--- src/rtl/ordered_value_list_engine_top_assert.svh ---
// assertion macros shared by the list engine modules
// no dependencies; included by files that carry concurrent checks
`ifndef ORDERED_VALUE_LIST_ENGINE_TOP_ASSERT_SVH
`define ORDERED_VALUE_LIST_ENGINE_TOP_ASSERT_SVH
`ifndef SYNTHESIS
// property must hold at every rising clock edge outside reset
`define OVLE_ASSERT(lbl, clk, rst_n, prop, msg) \
  lbl: assert property (@(posedge clk) disable iff (!rst_n) prop) else $error(msg);
// condition must never be true outside reset
`define OVLE_NEVER(lbl, clk, rst_n, cond, msg) \
  `OVLE_ASSERT(lbl, clk, rst_n, !(cond), msg)
`else
`define OVLE_ASSERT(lbl, clk, rst_n, prop, msg)
`define OVLE_NEVER(lbl, clk, rst_n, cond, msg)
`endif
`endif

--- src/rtl/ovle_pkg.sv ---
// shared constants, codes and controller/datapath bundles of the list engine
// no dependencies
package ovle_pkg;

  localparam int CAPACITY    = 16;
  localparam int IDX_W       = $clog2(CAPACITY);
  localparam int CNT_W       = $clog2(CAPACITY + 1);
  localparam int DATA_W      = 32;
  localparam int COUNT_OUT_W = 5;

  typedef logic signed [DATA_W-1:0] data_t;
  typedef logic [CNT_W-1:0]         cnt_t;

  typedef enum logic [1:0] {
    CMD_APPEND   = 2'd0,
    CMD_INSERT   = 2'd1,
    CMD_DELETE   = 2'd2,
    CMD_READ_ALL = 2'd3
  } cmd_e;

  typedef enum logic [1:0] {
    ST_OK        = 2'd0,
    ST_NOT_FOUND = 2'd1,
    ST_FULL      = 2'd2,
    ST_EMPTY     = 2'd3
  } status_e;

  typedef enum logic [3:0] {
    S_IDLE,
    S_DISPATCH,
    S_SRCH_RD,
    S_SRCH_CMP,
    S_INS_RD,
    S_INS_WR,
    S_DEL_RD,
    S_DEL_WR,
    S_RA_RD,
    S_RA_CAP,
    S_RA_OUT,
    S_RESULT
  } state_e;

  typedef enum logic [1:0] {
    RD_IDX,
    RD_PTR_DN,
    RD_PTR_UP
  } rd_sel_e;

  typedef enum logic [1:0] {
    WR_TAIL,
    WR_PTR,
    WR_POS
  } wr_sel_e;

  // controller to datapath
  typedef struct packed {
    logic    load;
    logic    rd_en;
    rd_sel_e rd_sel;
    logic    wr_en;
    wr_sel_e wr_sel;
    logic    idx_inc;
    logic    ptr_from_count;
    logic    ptr_from_idx;
    logic    ptr_dec;
    logic    ptr_inc;
    logic    cnt_inc;
    logic    cnt_dec;
    logic    res_load;
    status_e res_status;
    logic    res_from_rd;
  } dp_cmd_t;

  // datapath to controller
  typedef struct packed {
    cmd_e cmd;
    logic full;
    logic empty;
    logic idx_at_count;
    logic match;
    logic ptr_at_pos;
    logic del_end;
    logic ra_last;
  } dp_stat_t;

endpackage

--- src/rtl/ovle_if.sv ---
// valid/ready channel interfaces for list commands and list results
// depends on ovle_pkg
interface ovle_cmd_if;
  import ovle_pkg::*;
  logic  valid;
  logic  ready;
  logic  [1:0] command;
  data_t item_value;
  data_t anchor_value;

  modport source (output valid, output command, output item_value, output anchor_value,
                  input ready);
  modport sink (input valid, input command, input item_value, input anchor_value,
                output ready);
endinterface

interface ovle_res_if;
  import ovle_pkg::*;
  logic  valid;
  logic  ready;
  logic  [1:0] status;
  data_t read_value;
  logic  is_last;
  logic  [COUNT_OUT_W-1:0] entry_count;

  modport source (output valid, output status, output read_value, output is_last,
                  output entry_count, input ready);
  modport sink (input valid, input status, input read_value, input is_last,
                input entry_count, output ready);
endinterface

--- src/rtl/ovle_ctrl.sv ---
// sequencing state machine of the list engine
// depends on ovle_pkg and ordered_value_list_engine_top_assert.svh
`include "ordered_value_list_engine_top_assert.svh"

module ovle_ctrl (
  input  logic              clk_i,
  input  logic              rst_ni,
  input  logic              in_valid_i,
  output logic              in_ready_o,
  output logic              out_valid_o,
  input  logic              out_ready_i,
  input  ovle_pkg::dp_stat_t stat_i,
  output ovle_pkg::dp_cmd_t  cmd_o
);
  import ovle_pkg::*;

  state_e state_q, state_d;

  always_ff @(posedge clk_i or negedge rst_ni) begin
    if (!rst_ni) begin
      state_q <= S_IDLE;
    end else begin
      state_q <= state_d;
    end
  end

  always_comb begin
    state_d     = state_q;
    cmd_o       = '0;
    in_ready_o  = 1'b0;
    out_valid_o = 1'b0;
    unique case (state_q)
      S_IDLE: begin
        in_ready_o = 1'b1;
        if (in_valid_i) begin
          cmd_o.load = 1'b1;
          state_d    = S_DISPATCH;
        end
      end
      S_DISPATCH: begin
        unique case (stat_i.cmd)
          CMD_APPEND: begin
            cmd_o.res_load = 1'b1;
            if (stat_i.full) begin
              cmd_o.res_status = ST_FULL;
            end else begin
              cmd_o.wr_en      = 1'b1;
              cmd_o.wr_sel     = WR_TAIL;
              cmd_o.cnt_inc    = 1'b1;
              cmd_o.res_status = ST_OK;
            end
            state_d = S_RESULT;
          end
          CMD_INSERT, CMD_DELETE: begin
            state_d = S_SRCH_RD;
          end
          CMD_READ_ALL: begin
            if (stat_i.empty) begin
              cmd_o.res_load   = 1'b1;
              cmd_o.res_status = ST_EMPTY;
              state_d          = S_RESULT;
            end else begin
              state_d = S_RA_RD;
            end
          end
          default: state_d = S_IDLE;
        endcase
      end
      S_SRCH_RD: begin
        if (stat_i.idx_at_count) begin
          cmd_o.res_load   = 1'b1;
          cmd_o.res_status = ST_NOT_FOUND;
          state_d          = S_RESULT;
        end else begin
          cmd_o.rd_en  = 1'b1;
          cmd_o.rd_sel = RD_IDX;
          state_d      = S_SRCH_CMP;
        end
      end
      S_SRCH_CMP: begin
        if (!stat_i.match) begin
          cmd_o.idx_inc = 1'b1;
          state_d       = S_SRCH_RD;
        end else if (stat_i.cmd == CMD_DELETE) begin
          cmd_o.ptr_from_idx = 1'b1;
          state_d            = S_DEL_RD;
        end else if (stat_i.full) begin
          cmd_o.res_load   = 1'b1;
          cmd_o.res_status = ST_FULL;
          state_d          = S_RESULT;
        end else begin
          cmd_o.ptr_from_count = 1'b1;
          state_d              = S_INS_RD;
        end
      end
      S_INS_RD: begin
        if (stat_i.ptr_at_pos) begin
          cmd_o.wr_en      = 1'b1;
          cmd_o.wr_sel     = WR_POS;
          cmd_o.cnt_inc    = 1'b1;
          cmd_o.res_load   = 1'b1;
          cmd_o.res_status = ST_OK;
          state_d          = S_RESULT;
        end else begin
          cmd_o.rd_en  = 1'b1;
          cmd_o.rd_sel = RD_PTR_DN;
          state_d      = S_INS_WR;
        end
      end
      S_INS_WR: begin
        cmd_o.wr_en   = 1'b1;
        cmd_o.wr_sel  = WR_PTR;
        cmd_o.ptr_dec = 1'b1;
        state_d       = S_INS_RD;
      end
      S_DEL_RD: begin
        if (stat_i.del_end) begin
          cmd_o.cnt_dec    = 1'b1;
          cmd_o.res_load   = 1'b1;
          cmd_o.res_status = ST_OK;
          state_d          = S_RESULT;
        end else begin
          cmd_o.rd_en  = 1'b1;
          cmd_o.rd_sel = RD_PTR_UP;
          state_d      = S_DEL_WR;
        end
      end
      S_DEL_WR: begin
        cmd_o.wr_en   = 1'b1;
        cmd_o.wr_sel  = WR_PTR;
        cmd_o.ptr_inc = 1'b1;
        state_d       = S_DEL_RD;
      end
      S_RA_RD: begin
        cmd_o.rd_en  = 1'b1;
        cmd_o.rd_sel = RD_IDX;
        state_d      = S_RA_CAP;
      end
      S_RA_CAP: begin
        cmd_o.res_load    = 1'b1;
        cmd_o.res_status  = ST_OK;
        cmd_o.res_from_rd = 1'b1;
        state_d           = S_RA_OUT;
      end
      S_RA_OUT: begin
        out_valid_o = 1'b1;
        if (out_ready_i) begin
          if (stat_i.ra_last) begin
            state_d = S_IDLE;
          end else begin
            cmd_o.idx_inc = 1'b1;
            state_d       = S_RA_RD;
          end
        end
      end
      S_RESULT: begin
        out_valid_o = 1'b1;
        if (out_ready_i) begin
          state_d = S_IDLE;
        end
      end
      default: state_d = S_IDLE;
    endcase
  end

  `OVLE_NEVER(a_ready_while_result, clk_i, rst_ni, in_ready_o && out_valid_o, "input open while a result is pending")
  `OVLE_NEVER(a_rd_wr_same_cycle, clk_i, rst_ni, cmd_o.rd_en && cmd_o.wr_en, "memory read and write in one cycle")
  `OVLE_ASSERT(a_single_done_idle, clk_i, rst_ni, (state_q == S_RESULT && out_ready_i) |=> in_ready_o, "no return to idle after single result")

endmodule

--- src/rtl/ovle_dp.sv ---
// list storage, index registers, comparator and result register
// depends on ovle_pkg and ordered_value_list_engine_top_assert.svh
`include "ordered_value_list_engine_top_assert.svh"

module ovle_dp (
  input  logic                              clk_i,
  input  logic                              rst_ni,
  input  logic [1:0]                        command_i,
  input  ovle_pkg::data_t                   item_value_i,
  input  ovle_pkg::data_t                   anchor_value_i,
  input  ovle_pkg::dp_cmd_t                 cmd_i,
  output ovle_pkg::dp_stat_t                stat_o,
  output logic [1:0]                        status_o,
  output ovle_pkg::data_t                   read_value_o,
  output logic                              is_last_o,
  output logic [ovle_pkg::COUNT_OUT_W-1:0]  entry_count_o
);
  import ovle_pkg::*;

  data_t   entry_mem_q [CAPACITY];
  data_t   rdata_q;
  cmd_e    cmd_q;
  data_t   item_q, anchor_q;
  cnt_t    count_q, idx_q, ptr_q;
  status_e status_q;
  data_t   value_q;
  logic    last_q;

  cnt_t             ptr_dn, ptr_up, idx_up, rd_addr_full, wr_addr_full;
  logic [IDX_W-1:0] rd_addr, wr_addr;
  data_t            wr_data, key;

  assign ptr_dn = ptr_q - cnt_t'(1);
  assign ptr_up = ptr_q + cnt_t'(1);
  assign idx_up = idx_q + cnt_t'(1);
  assign key    = (cmd_q == CMD_INSERT) ? anchor_q : item_q;

  always_comb begin
    case (cmd_i.rd_sel)
      RD_PTR_DN: rd_addr_full = ptr_dn;
      RD_PTR_UP: rd_addr_full = ptr_up;
      default:   rd_addr_full = idx_q;
    endcase
    case (cmd_i.wr_sel)
      WR_PTR:  wr_addr_full = ptr_q;
      WR_POS:  wr_addr_full = idx_q;
      default: wr_addr_full = count_q;
    endcase
    wr_data = (cmd_i.wr_sel == WR_PTR) ? rdata_q : item_q;
  end

  assign rd_addr = rd_addr_full[IDX_W-1:0];
  assign wr_addr = wr_addr_full[IDX_W-1:0];

  // single-port style store, registered read
  always_ff @(posedge clk_i) begin
    if (cmd_i.wr_en) begin
      entry_mem_q[wr_addr] <= wr_data;
    end
    if (cmd_i.rd_en) begin
      rdata_q <= entry_mem_q[rd_addr];
    end
  end

  always_ff @(posedge clk_i) begin
    if (cmd_i.load) begin
      cmd_q    <= cmd_e'(command_i);
      item_q   <= item_value_i;
      anchor_q <= anchor_value_i;
    end
    if (cmd_i.res_load) begin
      status_q <= cmd_i.res_status;
      value_q  <= cmd_i.res_from_rd ? rdata_q : '0;
      last_q   <= cmd_i.res_from_rd ? stat_o.ra_last : 1'b1;
    end
  end

  always_ff @(posedge clk_i or negedge rst_ni) begin
    if (!rst_ni) begin
      count_q <= '0;
      idx_q   <= '0;
      ptr_q   <= '0;
    end else begin
      if (cmd_i.cnt_inc) begin
        count_q <= count_q + cnt_t'(1);
      end else if (cmd_i.cnt_dec) begin
        count_q <= count_q - cnt_t'(1);
      end
      if (cmd_i.load) begin
        idx_q <= '0;
      end else if (cmd_i.idx_inc) begin
        idx_q <= idx_up;
      end
      if (cmd_i.ptr_from_count) begin
        ptr_q <= count_q;
      end else if (cmd_i.ptr_from_idx) begin
        ptr_q <= idx_q;
      end else if (cmd_i.ptr_dec) begin
        ptr_q <= ptr_dn;
      end else if (cmd_i.ptr_inc) begin
        ptr_q <= ptr_up;
      end
    end
  end

  always_comb begin
    stat_o.cmd          = cmd_q;
    stat_o.full         = (count_q == cnt_t'(CAPACITY));
    stat_o.empty        = (count_q == '0);
    stat_o.idx_at_count = (idx_q == count_q);
    stat_o.match        = (rdata_q == key);
    stat_o.ptr_at_pos   = (ptr_q == idx_q);
    stat_o.del_end      = (ptr_up == count_q);
    stat_o.ra_last      = (idx_up == count_q);
  end

  assign status_o      = status_q;
  assign read_value_o  = value_q;
  assign is_last_o     = last_q;
  assign entry_count_o = COUNT_OUT_W'(count_q);

  `OVLE_ASSERT(a_count_bound, clk_i, rst_ni, count_q <= cnt_t'(CAPACITY), "entry count above capacity")
  `OVLE_ASSERT(a_wr_in_range, clk_i, rst_ni, cmd_i.wr_en |-> (wr_addr_full < cnt_t'(CAPACITY)), "store write beyond capacity")
  `OVLE_ASSERT(a_count_step, clk_i, rst_ni, (count_q == $past(count_q)) || (count_q == $past(count_q) + cnt_t'(1)) || (count_q + cnt_t'(1) == $past(count_q)), "entry count jumped")

endmodule

--- src/rtl/ordered_value_list_engine_top.sv ---
// top level of the ordered value list engine: controller plus datapath
// depends on ovle_pkg, ovle_if, ovle_ctrl and ovle_dp
//
//   channel  | dir | handshake     | payload
//   ---------+-----+---------------+----------------------------------------------
//   cmd_i    | in  | valid / ready | command, item_value, anchor_value
//   res_o    | out | valid / ready | status, read_value, is_last, entry_count
//
// one command is worked at a time; cmd_i.ready is high only while idle
// every access goes through the single store port, one access per cycle:
//   append writes the tail; search reads then compares each entry visited; insert
//   and delete shift each entry by a read then a write; read all returns each entry
// reset empties the list at once; store contents are not cleared
// a stalled result holds the engine in place until res_o.ready
module ordered_value_list_engine_top (
  input  logic       clk_i,
  input  logic       rst_ni,
  ovle_cmd_if.sink   cmd_i,
  ovle_res_if.source res_o
);
  import ovle_pkg::*;

  // command and status bundles between sequencer and datapath
  dp_cmd_t  dp_cmd;
  dp_stat_t dp_stat;

  // sequencer: owns both handshakes
  ovle_ctrl u_ctrl (
    .clk_i       (clk_i),
    .rst_ni      (rst_ni),
    .in_valid_i  (cmd_i.valid),
    .in_ready_o  (cmd_i.ready),
    .out_valid_o (res_o.valid),
    .out_ready_i (res_o.ready),
    .stat_i      (dp_stat),
    .cmd_o       (dp_cmd)
  );

  // datapath: list store, search/shift pointers, result register
  ovle_dp u_dp (
    .clk_i          (clk_i),
    .rst_ni         (rst_ni),
    .command_i      (cmd_i.command),
    .item_value_i   (cmd_i.item_value),
    .anchor_value_i (cmd_i.anchor_value),
    .cmd_i          (dp_cmd),
    .stat_o         (dp_stat),
    .status_o       (res_o.status),
    .read_value_o   (res_o.read_value),
    .is_last_o      (res_o.is_last),
    .entry_count_o  (res_o.entry_count)
  );

endmodule

--- src/flat_wrapper.sv ---
// flat-port wrapper written by rule: the top's interface ports become plain ports
module ordered_value_list_engine_top_flat import ovle_pkg::*;
  (clk_i, rst_ni, cmd_i_valid, cmd_i_command, cmd_i_item_value, cmd_i_anchor_value, cmd_i_ready, res_o_valid, res_o_status, res_o_read_value, res_o_is_last, res_o_entry_count, res_o_ready);
  ovle_cmd_if cmd_i_i ();
  ovle_res_if res_o_i ();
  input  logic clk_i;
  input  logic rst_ni;
  input wire logic [$bits(cmd_i_i.valid)-1:0] cmd_i_valid;
  input wire logic [$bits(cmd_i_i.command)-1:0] cmd_i_command;
  input wire logic [$bits(cmd_i_i.item_value)-1:0] cmd_i_item_value;
  input wire logic [$bits(cmd_i_i.anchor_value)-1:0] cmd_i_anchor_value;
  output wire logic [$bits(cmd_i_i.ready)-1:0] cmd_i_ready;
  output wire logic [$bits(res_o_i.valid)-1:0] res_o_valid;
  output wire logic [$bits(res_o_i.status)-1:0] res_o_status;
  output wire logic [$bits(res_o_i.read_value)-1:0] res_o_read_value;
  output wire logic [$bits(res_o_i.is_last)-1:0] res_o_is_last;
  output wire logic [$bits(res_o_i.entry_count)-1:0] res_o_entry_count;
  input wire logic [$bits(res_o_i.ready)-1:0] res_o_ready;
  assign cmd_i_i.valid = cmd_i_valid;
  assign cmd_i_i.command = cmd_i_command;
  assign cmd_i_i.item_value = cmd_i_item_value;
  assign cmd_i_i.anchor_value = cmd_i_anchor_value;
  assign cmd_i_ready = cmd_i_i.ready;
  assign res_o_valid = res_o_i.valid;
  assign res_o_status = res_o_i.status;
  assign res_o_read_value = res_o_i.read_value;
  assign res_o_is_last = res_o_i.is_last;
  assign res_o_entry_count = res_o_i.entry_count;
  assign res_o_i.ready = res_o_ready;
  ordered_value_list_engine_top u_core (.clk_i(clk_i), .rst_ni(rst_ni), .cmd_i(cmd_i_i), .res_o(res_o_i));
endmodule
--- config.mk ---
export PLATFORM = sky130hd
export DESIGN_NAME = ordered_value_list_engine_top_flat
export DESIGN_NICKNAME = d
export VERILOG_FILES = /design/src/rtl/ovle_pkg.sv /design/src/rtl/ovle_if.sv /design/src/rtl/ovle_ctrl.sv /design/src/rtl/ovle_dp.sv /design/src/rtl/ordered_value_list_engine_top.sv /design/src/flat_wrapper.sv
export VERILOG_INCLUDE_DIRS = /design/src /design/src/rtl
export SDC_FILE = /design/constraint.sdc
export NUM_CORES = 1
export LEC_CHECK = 0
export ABC_AREA = 1
export BUFFER_PORTS_ARGS = -buffer_cell sky130_fd_sc_hd__buf_2
export CAP_MARGIN = 20
export CORE_MARGIN = 3
export CORE_UTILIZATION = 35
export DETAILED_ROUTE_END_ITERATION = 16
export PLACE_DENSITY_LB_ADDON = 0.05
export SETUP_SLACK_MARGIN = 0.2
export SYNTH_ARGS = -nofsm -noshare
export SYNTH_HDL_FRONTEND = slang
export SYNTH_SLANG_ARGS = --single-unit
--- constraint.sdc ---
create_clock -name clk_i -period 6.11 [get_ports clk_i]
set_input_delay 1.222 -clock clk_i [delete_from_list [all_inputs] [get_ports clk_i]]
set_output_delay 1.222 -clock clk_i [all_outputs]
set_load 0.005 [all_outputs]
==> results <==
- The effective utilization at floorplan is 0.355.
- The initial antenna violation count was 1.
- The cell count after synthesis came out at around 2500.
- After detailed routing, the total wire length is around 83000 µm.
- The count of max-cap constraint violations is 0.
- The number of clock sinks is approximately 660.
- The floorplan step set the die height to 293 µm.
- In the synthesized netlist the dominant register cell turns out to be edfxtp_1.
- The remaining antenna violation count is 0.
- For this run, the register share of the synthesized area comes to 0.691.
- The core outline area is ~0.081 mm².
- The number of failing hold endpoints at the final stage is 0.
- The leakage dissipation is between 10 and 15 nW.
- The number of hold buffers added after CTS was 0.
- In the routed layout, each cell is associated on average with a via count of between 4 and 5.
- With fillers left out, the area of the finished cells amounts to 0.0332 mm².
- CTS built an H-tree with a depth of 3.
- Counting I/O delays and the setup requirement, the final critical path takes 4.42 ns.
- For this run, asynchronously set or reset flops after synthesis account for 0.0286.
- The tightest hold path in the finished design has a slack of 0.561 ns.
- The count of buffers inserted at the top-level ports is roughly 110.
- The final max-slew violation count is 0.
- From synthesis to final layout, the design area changed by 15.5%.
- The count of buffering cells on the critical path with inverters included is 3.
- Among all cell types in the netlist, the one instantiated most often is edfxtp_1.
- Setup repair after global routing left no endpoint under its margin.
- ~110 I/O pins were placed.
- The detailed placement HPWL is roughly 50000 µm.
- The post-placement cell count is approximately 3600.
- The class of the worst hold path is register to register.
- Among cell families on the critical path, the largest total delay comes from compound AO/OA/AOI/OAI gates.
- Ranked by total cell area, the synthesized netlist is headed by edfxtp_1, nand2_1, o211ai_1.
- The setup clock skew after layout is roughly 0.027 ns.
- The setup path with the least slack is of type register to register.
- The global placement routability congestion is roughly 0.86.
- Setup violations remaining at the end of the flow were counted as 0.
- STA classifies the critical path endpoint as a register.
- The detail-routed net length per standard cell is ~22 µm.
- The area share of the largest cell type after synthesis is 0.674.
- The area used by sequential logic in the layout is 0.0198 mm².
- The cell repeated most along the worst path is nand2_1.
- Of all cell types, the one taking the most synthesized area is edfxtp_1.
- The first-pass GRT wire length is approximately 120000 µm.
- The count of standard-cell rows is about 100.
- On the worst path, the slowest cell contributes a delay of roughly 0.76 ns.
- Once the clock tree was built, the setup fixing pass inserted 0 buffers.
- Overall power consumption after layout is estimated at about 14 mW.
- The width of the die is just under 300 µm.
- Summing all placed instances gives a cell area of between 0.03 and 0.04 mm².
- In this run, synthesis produced a sequential element count of between 600 and 700.
- The average footprint of a synthesized cell is about 11 µm².
- The clock transition at the registers of the reported paths is ~0.06 ns.
- The number of DRC markers in iteration 0 is 1316.
- The flow ran to the end, and the final reports show no timing, DRC or antenna violations.
- The power density of the placed cells is about 430 mW/mm².
- The critical path data arrival time is between 4 and 5 ns.
- The worst path required time is around 6.5 ns.
- The worst setup path is launched from a register.
- For this run, the total global-route usage over all layers was measured as 0.194.
- In this run, distinct cell masters in the synthesized netlist total 38.
- After filler insertion, the fill cell instance count of the layout stands at just under 8000.
- The maximum fanout along the worst path is between 100 and 150.
- Counting every net in the synthesized netlist gives 2608.
- The cell with the largest stage delay on the worst path is o21ai_4.
- Entering global routing, the biggest net connects ~130 pins.
- Of the available clock period, the critical path in the final layout requires 0.723.
- The post-CTS resize count is 0.
- In the final layout, the share of cells above drive strength 1 is 0.123.
- The critical path goes through inv_1, ha_1, nand2_1, o21ai_0, nor2_1, nand3_1, nor2_1, nand3_1, nand2_1, ha_1, inv_2, o21ai_4, buf_12, nand2_1, o21ai_0, o21ai_0, o211ai_1, nand2_1.
- The achievable frequency is between 200 and 250 MHz.
- Setup slack closes at between 1.5 and 2 ns.
- The actual transition at the worst max-transition pin is about 1.0 ns.
- Yosys printed 0 warnings.
- Setup total negative slack on the finished layout was measured at 0 ns.
- The number of synthesized flops with an enable pin is approximately 650.
- The die covers between 0.08 and 0.09 mm².
- The number of detailed-routing iterations run before antenna repair is 5.
- For this run, the share of the core covered by cells in the final layout is 0.410.
- The insertion delay of the later-clocked pin in the worst-skew pair is about 0.62 ns.
- By count the netlist is led by edfxtp_1, nand2_1, inv_1, o211ai_1, nand3_1.
- The worst setup timing slack at the placement stage is approximately 1.8 ns.
- The synthesized cell area is 0.0287 mm².
- Counting the buffers created by CTS gives between 70 and 80.
- In this run the tightest slew margin relative to its limit is 0.306.
- Across all layers, the routed design uses between 15000 and 20000 vias.
- In this run the clock root is driven by a clkbuf_16.
- The total overflow left after global routing is 0.
- Summing all multi-input logic gate instances after layout gives a little under 0.007 mm².
- The TritonCTS clock tree is done.
- The maximum clock insertion buffer count is 3.
- In the final design database the tool counted 2742 nets.
- The via count of the first global-routing pass is between 15000 and 20000.
- The post-route DRC violation count is 0.
- The final cell count without fillers is between 3000 and 4000.
- The peak supply drop is between 0.3 and 0.4 mV.
[sequential cells by signal, indices dropped and copies added (netlist names)]
name                       cells
u_core.u_ctrl.state_q          4
u_core.u_dp.anchor_q          32
u_core.u_dp.cmd_q              2
u_core.u_dp.entry_count_o      5
u_core.u_dp.entry_mem_q      512
u_core.u_dp.idx_q              5
u_core.u_dp.is_last_o          1
u_core.u_dp.item_q            32
u_core.u_dp.ptr_q              5
u_core.u_dp.rdata_q           32
u_core.u_dp.read_value_o      32
u_core.u_dp.status_o           2
[layout make-up]
| class | instances | share of cell area |
|---|---|---|
| Tap cell | 1060 | 0.0400 |
| Clock buffer | 99 | 0.0625 |
| Sequential cell | 664 | 0.598 |
| Antenna cell | 1 | 0.0000754 |
| Multi-Input combinational cell | 1327 | 0.206 |
| Inverter | 408 | 0.0465 |
| Timing Repair Buffer | 177 | 0.0365 |
| Clock inverter | 41 | 0.0110 |
[cell usage in the layout (no fill, tap or decap), types with 2 or more instances in the layout]
master     instances
nor2_2             4
buf_2            111
inv_6              2
nand2_2           17
ha_1              14
buf_4             53
o21ai_0          131
a21oi_1           24
nand3_1          206
nand4_1           13
nor3_1             4
clkinv_2          12
clkbuf_1          19
buf_12            11
xnor2_1            6
inv_1            384
clkbuf_16         80
inv_2             21
o22ai_1            2
o221ai_1           2
bufinv_16          6
o211ai_1         242
o21ai_4            4
dfrtp_1           19
nand3_2            2
xor2_1            19
nor2_1            81
clkinv_1          20
edfxtp_1         645
nand2_1          543
nor2_4             2
o21ai_1            4
[worst reg2reg max path: cells and delay by family (launching register included)]
family | cells | cell delay, ns
compound gates | 5 | 1.36
fa+ha+maj | 2 | 0.56
buf+inv | 3 | 0.76
simple gates | 8 | 1.07
flops | 1 | 0.43
[cell families after synthesis]
| group | synth area share |
|---|---|
| and+or+nand+nor | 0.127 |
| adders and majority gates | 0.00723 |
| AOI/OAI and AO/OA | 0.0937 |
| DFF | 0.691 |
| xor gates and xnor gates | 0.00762 |
| buffers and inverters | 0.0735 |
[metal layers]
metal	global-route usage	wire length, µm	vias up
met5	0	0	-
met4	0.0406	1420	0
met3	0.0292	4030	102
met2	0.305	37400	482
met1	0.287	40500	9232
li1	-	-	8985
[path summary, 6_finish.rpt]
path	start	end	slack, ns	depth (start not counted)
max	u_core.u_dp.ptr_q[0]$_DFFE_PN0P_	u_core.u_dp.rdata_q[1]$_DFFE_PP_	1.69	18
min	u_core.u_dp.ptr_q[4]$_DFFE_PN0P_	u_core.u_dp.ptr_q[4]$_DFFE_PN0P_	0.56	2
max reg2reg	u_core.u_dp.ptr_q[0]$_DFFE_PN0P_	u_core.u_dp.rdata_q[1]$_DFFE_PP_	1.69	18
min reg2reg	u_core.u_dp.ptr_q[4]$_DFFE_PN0P_	u_core.u_dp.ptr_q[4]$_DFFE_PN0P_	0.56	2
max in group asynchronous	rst_ni	u_core.u_ctrl.state_q[3]$_DFFE_PN0P_	5.21	1
min in group asynchronous	rst_ni	u_core.u_dp.idx_q[1]$_DFFE_PN0P_	0.57	1
[power by group]
| part | switching (mW) | total, mW | leakage [nW] | internal (mW) |
|---|---|---|---|---|
| registers | 0.357 | 5.96 | 6.08 | 5.60 |
| clock network | 1.86 | 4.51 | 1.19 | 2.65 |
| logic | 2.68 | 3.77 | 5.52 | 1.10 |
Note: power is estimated with default switching activity, not from simulation.
